`src/hdl/assert_macros.svh`:
```
// Assertion macros shared by the block's RTL.
// Define NO_ASSERTIONS to compile every check away.
`ifndef ASSERT_MACROS_SVH
`define ASSERT_MACROS_SVH
`ifndef NO_ASSERTIONS
`define ASSERT_SYNC(label, clk, rst, prop, msg) \
  label: assert property (@(posedge clk) disable iff (rst) (prop)) else $error(msg);
`define ASSERT_NEXT(label, clk, rst, pre, post, msg) \
  label: assert property (@(posedge clk) disable iff (rst) (pre) |=> (post)) else $error(msg);
`else
`define ASSERT_SYNC(label, clk, rst, prop, msg)
`define ASSERT_NEXT(label, clk, rst, pre, post, msg)
`endif
`endif

```
`src/hdl/blgq_pkg.sv`:
```
// ----------------------------------------------------------------------------
// blgq_pkg
// Item types, register codes, controller states and the command and status
// groups that join the controller to the datapath.
// ----------------------------------------------------------------------------
package blgq_pkg;

  typedef struct packed {
    logic       cmd;
    logic       frame_start;
    logic [7:0] pixel_red;
    logic [7:0] pixel_green;
    logic [7:0] pixel_blue;
  } in_item_t;

  typedef struct packed {
    logic [5:0] glyph_index;
    logic [7:0] mean_red;
    logic [7:0] mean_green;
    logic [7:0] mean_blue;
    logic [8:0] cell_column;
    logic [7:0] cell_row;
    logic       last_cell;
    logic       cell_valid;
  } out_item_t;

  localparam int CFG_IDX_W  = 3;
  localparam int CFG_DATA_W = 9;

  typedef enum logic [CFG_IDX_W-1:0] {
    REG_BLOCK_SIZE,
    REG_GLYPH_COUNT,
    REG_INVERT_ORDER,
    REG_COLOUR_MODE,
    REG_IMAGE_WIDTH,
    REG_IMAGE_HEIGHT
  } cfg_reg_t;

  localparam logic [5:0] RST_BLOCK_SIZE   = 6'd8;
  localparam logic [6:0] RST_GLYPH_COUNT  = 7'd10;
  localparam logic       RST_INVERT_ORDER = 1'b0;
  localparam logic       RST_COLOUR_MODE  = 1'b0;
  localparam logic [8:0] RST_IMAGE_WIDTH  = 9'd320;
  localparam logic [7:0] RST_IMAGE_HEIGHT = 8'd240;

  localparam logic CMD_LOAD = 1'b0;
  localparam logic CMD_CELL = 1'b1;

  // Luma weights in 16-bit fixed point; they sum slightly above one.
  localparam logic [15:0] LUMA_WR  = 16'd13933;
  localparam logic [15:0] LUMA_WG  = 16'd46871;
  localparam logic [15:0] LUMA_WB  = 16'd7471;
  localparam logic [7:0]  LUMA_TOP = 8'd255;

  // Multiplying by 683 and shifting right by 11 divides by three exactly for
  // every sum below 2048, which covers three 8-bit means.
  localparam logic [9:0] AVG_RECIP = 10'd683;
  localparam int         AVG_SHIFT = 11;

  typedef enum logic [3:0] {
    ST_IDLE,
    ST_LOAD,
    ST_COLS,
    ST_ROWS,
    ST_CLAMP,
    ST_SETUP,
    ST_BOUNDS,
    ST_BASE,
    ST_SCAN,
    ST_DRAIN,
    ST_DIV_R,
    ST_DIV_G,
    ST_DIV_B,
    ST_AVG,
    ST_DIV_IDX,
    ST_FINISH
  } state_t;

  typedef enum logic [2:0] {
    DIV_COLS,
    DIV_ROWS,
    DIV_RED,
    DIV_GREEN,
    DIV_BLUE,
    DIV_IDX
  } div_sel_t;

  typedef struct packed {
    logic     restart;
    logic     load;
    logic     clamp;
    logic     setup;
    logic     bounds;
    logic     base;
    logic     scan;
    logic     average;
    logic     div_start;
    div_sel_t div_sel;
    logic     finish;
  } ctrl_cmd_t;

  typedef struct packed {
    logic empty_grid;
    logic scan_last;
    logic div_done;
    logic out_free;
    logic colour_mode;
  } ctrl_status_t;

endpackage

```
`src/hdl/blgq_ctrl.sv`:
```
// ----------------------------------------------------------------------------
// blgq_ctrl
// Sequencer: steps the datapath through a pixel load or a cell computation.
// ----------------------------------------------------------------------------
module blgq_ctrl (
  input  logic                   clk,
  input  logic                   rst,
  input  logic                   in_valid,
  input  logic                   in_cmd,
  output logic                   in_ready,
  output blgq_pkg::ctrl_cmd_t    cmd,
  input  blgq_pkg::ctrl_status_t status
);
  import blgq_pkg::*;

  state_t state, state_next;
  logic   launched;
  logic   div_state;

  assign div_state = state inside {ST_COLS, ST_ROWS, ST_DIV_R, ST_DIV_G, ST_DIV_B,
                                   ST_DIV_IDX};

  always_ff @(posedge clk) begin
    if (rst) begin
      state    <= ST_IDLE;
      launched <= 1'b0;
    end else begin
      state <= state_next;
      if (status.div_done) begin
        launched <= 1'b0;
      end else if (cmd.div_start) begin
        launched <= 1'b1;
      end
    end
  end

  always_comb begin
    state_next = state;
    case (state)
      ST_IDLE: begin
        if (in_valid) begin
          state_next = (in_cmd == CMD_LOAD) ? ST_LOAD : ST_COLS;
        end
      end
      ST_LOAD:    state_next = ST_IDLE;
      ST_COLS:    if (status.div_done) state_next = ST_ROWS;
      ST_ROWS:    if (status.div_done) state_next = ST_CLAMP;
      ST_CLAMP:   state_next = status.empty_grid ? ST_FINISH : ST_SETUP;
      ST_SETUP:   state_next = ST_BOUNDS;
      ST_BOUNDS:  state_next = ST_BASE;
      ST_BASE:    state_next = ST_SCAN;
      ST_SCAN:    if (status.scan_last) state_next = ST_DRAIN;
      ST_DRAIN:   state_next = ST_DIV_R;
      ST_DIV_R: begin
        if (status.div_done) begin
          state_next = status.colour_mode ? ST_DIV_G : ST_AVG;
        end
      end
      ST_DIV_G:   if (status.div_done) state_next = ST_DIV_B;
      ST_DIV_B:   if (status.div_done) state_next = ST_AVG;
      ST_AVG:     state_next = ST_DIV_IDX;
      ST_DIV_IDX: if (status.div_done) state_next = ST_FINISH;
      ST_FINISH:  if (status.out_free) state_next = ST_IDLE;
      default:    state_next = ST_IDLE;
    endcase
  end

  always_comb begin
    cmd           = '0;
    in_ready      = 1'b0;
    cmd.div_start = div_state && !launched;
    case (state)
      ST_IDLE:    in_ready = 1'b1;
      ST_LOAD: begin
        cmd.restart = 1'b1;
        cmd.load    = 1'b1;
      end
      ST_COLS: begin
        cmd.restart = 1'b1;
        cmd.div_sel = DIV_COLS;
      end
      ST_ROWS:    cmd.div_sel = DIV_ROWS;
      ST_CLAMP:   cmd.clamp = 1'b1;
      ST_SETUP:   cmd.setup = 1'b1;
      ST_BOUNDS:  cmd.bounds = 1'b1;
      ST_BASE:    cmd.base = 1'b1;
      ST_SCAN:    cmd.scan = 1'b1;
      ST_DIV_R:   cmd.div_sel = DIV_RED;
      ST_DIV_G:   cmd.div_sel = DIV_GREEN;
      ST_DIV_B:   cmd.div_sel = DIV_BLUE;
      ST_AVG:     cmd.average = 1'b1;
      ST_DIV_IDX: cmd.div_sel = DIV_IDX;
      ST_FINISH:  cmd.finish = 1'b1;
      default:    cmd = '0;
    endcase
  end

endmodule

```
`config.mk`:
```
export PLATFORM = sky130hd
export DESIGN_NAME = blgq_ctrl
export DESIGN_NICKNAME = d
export VERILOG_FILES = /design/src/hdl/assert_macros.svh /design/src/hdl/blgq_pkg.sv /design/src/hdl/blgq_ctrl.sv
export SDC_FILE = /design/constraint.sdc
export NUM_CORES = 1
export LEC_CHECK = 0
export BUFFER_PORTS_ARGS = -buffer_cell sky130_fd_sc_hd__buf_2
export CAP_MARGIN = 20
export CORE_AREA = 2 2 39 41
export CTS_CLUSTER_DIAMETER = 150
export DETAILED_ROUTE_END_ITERATION = 6
export DIE_AREA = 0 0 41 43
export PLACE_DENSITY = 0.71
export SYNTH_ARGS = -nofsm -noshare
export SYNTH_HDL_FRONTEND = slang
export SYNTH_SLANG_ARGS = --single-unit
export TNS_END_PERCENT = 1
```
`constraint.sdc`:
```
create_clock -name clk -period 2.3 [get_ports clk]
set_input_delay 0.69 -clock clk [delete_from_list [all_inputs] [get_ports clk]]
set_output_delay 0.69 -clock clk [all_outputs]
set_load 0.05 [all_outputs]
```
After elaboration in Yosys (flattened, before gate mapping)
Cells that the tools add are included.
Operators by class
  equal/unequal tests: 24
  add/subtract/negate cells: 0
  div/mod/pow operators: 0
  muxes and demuxes: 25
  bitwise logic cells: 0
  order comparisons: 0
  $mul: 0
  reductions and logical operators: 8
  shifts and indexed selects: 0
Operators with widths (number)
  $pmux W4 S16: 1
  $mux W4: 10
  $eq A4 B4 Y1 const B: 8
  $ne A2 B2 Y1 const B: 9
  $eq A4 B3 Y1 const B: 4
  $pmux W3 S5: 1
  $reduce_or A15 Y1: 1
  $mux W1: 11
  $reduce_and A9 Y1: 1
  $eq A4 B2 Y1 const B: 2
  $reduce_bool A6 Y1: 1
  $eq A4 B1 Y1 const B: 1
  $logic_not A4 Y1: 1
  $reduce_or A2 Y1: 2
  $mux W3: 1
  $mux W2: 1
  $logic_and A1 B1 Y1: 1
  $logic_not A1 Y1: 1
Word-level totals
  memories kept: 0
  register bits: 5
  latch bits: 0
  memory bits (writable): 0
  output and inout bits: 14
  input port bits: 9
  ROM bits: 0

Depth between registers and ports, before layout
  depth in word-level cells: 4
  depth in mapped cells: 5
  mapped depth without buffers: 4

Worst setup path before layout
OpenSTA, ideal clock, no wires.
  path type: register -> output
  from: reg state[0]
  to: out cmd[12] in the netlist's numbering
  buffers on the path: 2
  path slack: -307 ps
  cell stages (with the launch flop): 5
  arrival: 1917 ps
  data required time: 1610 ps
  cell sequence: dfxtp_1 -> buf_6 -> clkbuf_1 -> nand2_1 -> a21boi_0
RTL lines
  from (decl): line blgq_ctrl.sv:16  | state_t state, state_next;
  from (signal assigned): line blgq_ctrl.sv:28  | state <= state_next;
  to (decl): line blgq_ctrl.sv:11  | output blgq_pkg::ctrl_cmd_t cmd,

==> out/results.ini <==
[routing]
drt_drc_violations_left=0
ant_nets=0
totalWireLength_um=1210
vias=527
viasPerCell=5.02
drt_iter0_markers=9
routedWlPerCell_um=11.5
first_pass_iters=4

[global_routing]
grt_usage=0.159
grt_pass1_vias=485
overflow=0
antenna_found_initial=0
grt_max_degree=18
grt_first_pass_wirelength_um=1950

[floorplanning]
io_pins=23
core_sq_mm=0.00138
fp-row-count=14
die_area_sq_mm=0.00176
die_height_um=43
die-width_um=41
start_util=0.356

[sta]
period_share=0.936
report.final.slew_viol_count=0
fin_crit_ns=2.15
tns_ns=0
max_slew_margin=0.829
worst_hold_slack_ns=0.552
setup_violations=0
final.setup_skew_ns=0.00232
rsz0062_at_grt=false
tightest_slew_ns=0.253
hold_viol_final=0
fmax_mhz=465

[place]
gp_congestion=0.754
dp_hpwl_um=920
portBuffers=22

[cells_and_area]
finalNetCount=99
n_antenna_cell=0
fillers=154
final_util=0.462
areaGrowthSynthToFinish_pct=29.7
drive_gt1_frac=0.382

[status]
status=finished clean

[yosys]
yosys.area.top_type_share=0.203
yosysMostFrequentCell=nor2_1
ys_ff_latch=5
synthArstFlopShare=0
ys_types=31
ys_top_cells_by_count=nor2_1 (10), dfxtp_1 (5), nor2b_1 (5), nand2_1 (4), nor3_1 (4)
synth_edf_count=0
yosys.area.top_type=dfxtp_1
yosys-top-cells-area=dfxtp_1 (20%), nor2_1 (7.6%), nor2b_1 (6.3%), mux2_4 (6.1%), o32a_4 (4.6%)
syn_area_sq_um=493
yosys_most_used_dff=dfxtp_1
ys_seq_area_frac=0.203
syn-num-nets=75
synth_area_per_cell_sq_um=7.47
synth.yosys.warnings=0
synthCells=66

[hold_path]
hold_depth=2
worstHoldPathType=reg2reg
worstHoldStart=launched$_SDFFE_PP0P_

[pwr]
internal_power_mw=0.278
peakVddDrop_v=0.000300
seqPwrFrac=0.244
leakage_nw=0.304
p_sw_mw=0.278
powerDensity_mw_per_mm2=869
switching_share=0.500
power_frac_clock=0.182
pwr-share-comb=0.574

[clocking]
clk_latency_ns=0.24
post_cts_buffers=0
clkTransAtPathRegs_ns=0.04
clk_path_buf_depth=2
numCtsBuffers=3
clkSinkCount=5
cts-root-buf=clkbuf_4
cts_tree=built
htreeDepth=1

[setup_path]
startpoint=state[0]$_SDFFE_PP0P_
crit_type=reg2out
max_stage_delay_ns=0.47
crit_path_frequent_cell=nor2_1
cp-end-kind=output pin
cp_top_family=simple AND/OR/NAND/NOR gates
worst-path-buf-inv=1
start_kind=flip-flop
rr_startpoint=state[3]$_SDFFE_PP0P_
worst-path-stages=4
worstPathCellList=and3b_1 -> nor2_1 -> nor2_1 -> buf_2
reg2reg_depth=4
worstPathMaxFanout=17
cp.arrival_ns=1.46
cp.required_ns=1.61
cpMaxStageDelayCell=dfxtp_2

[job]
cap_viol_max_count=0

-- metrics by stage --
step / setup WS (ns) / instances / total power, mW / instance area [sq um]
finish: 0.148 / 105 / 0.556 / 639
global route: 0.0274 / 105 / 0.599 / 639
CTS: 0.0183 / 105 / 0.557 / 637
detailed placement: 0.282 / 101 / 0.453 / 611
global placement: 0.321 / 101 / 0.452 / 611
floorplan: -0.234 / 66 / 0.398 / 493
-- layout make-up --
type                    count  area (sq um)  area share
inverters                   3          11.3      0.0176
repair buffers             24           125       0.196
well taps                  16          20.0      0.0313
multi-input cells          53           354       0.554
clock buffers               4          26.3      0.0411
flip-flops and latches      5           103       0.160
-- power by group through the flow --
stage	sequential [mW]	combinational, mW	clock (mW)
floorplan	0.110	0.288	0
global placement	0.132	0.319	0
detailed placement	0.133	0.320	0
CTS	0.132	0.321	0.104
global route	0.139	0.345	0.115
finish	0.135	0.319	0.101
-- tightest hold or removal path: cells and delay by family (launching register included) --
| kind | cells | cell delay [ns] |
|---|---|---|
| DFF | 1 | 0.33 |
| and+or+nand+nor | 2 | 0.18 |
-- routing by layer --
| layer | vias up | wire, um | global-route usage | share of wire |
|---|---|---|---|---|
| met4 | 0 | 0 | 0.0400 | 0 |
| met1 | 230 | 570 | 0.199 | 0.47 |
| met5 | - | 0 | 0 | 0 |
| met3 | 0 | 93 | 0.0628 | 0.077 |
| met2 | 19 | 546 | 0.244 | 0.45 |
| li1 | 278 | - | - | - |
-- flip-flops by register name, indices dropped and copies added, names as in the netlist --
register  cells
state         4
launched      1
-- worst paths after layout --
check	to	slack [ns]
worst min-delay path	launched$_SDFFE_PP0P_	0.55
worst max register to register	state[3]$_SDFFE_PP0P_	0.62
worst max-delay path	cmd[4]	0.15
worst min register to register	launched$_SDFFE_PP0P_	0.55
-- cell usage in the layout (no fill, tap or decap), drive strengths merged, types with 2 or more instances in the layout --
cell    Yosys  layout
a21oi       3       3
dfxtp       5       5
nor2b       5       5
nor2       10      10
inv         3       3
nand3       2       2
clkbuf      3       4
mux2        3       3
buf         2      24
nor3        4       4
nand2b      3       3
nand2       4       4
o21ai       4       4
-- timing repair --
action                                  CTS  global route
resized for setup                         0             2
hold buffers                              0             0
endpoints found under the setup margin    0             3
-- cells by family (layout without fill, tap and decap cells) --
logic type             count (synthesis)  after routing  share of synthesized area
and+or+nand+nor                       36             36                      0.396
AOI/OAI and AO/OA                     13             13                      0.218
buffers and inverters                  8             31                     0.0787
DFF                                    5              5                      0.203
muxes                                  4              4                      0.104
Note: power is estimated with default switching activity, not from simulation.
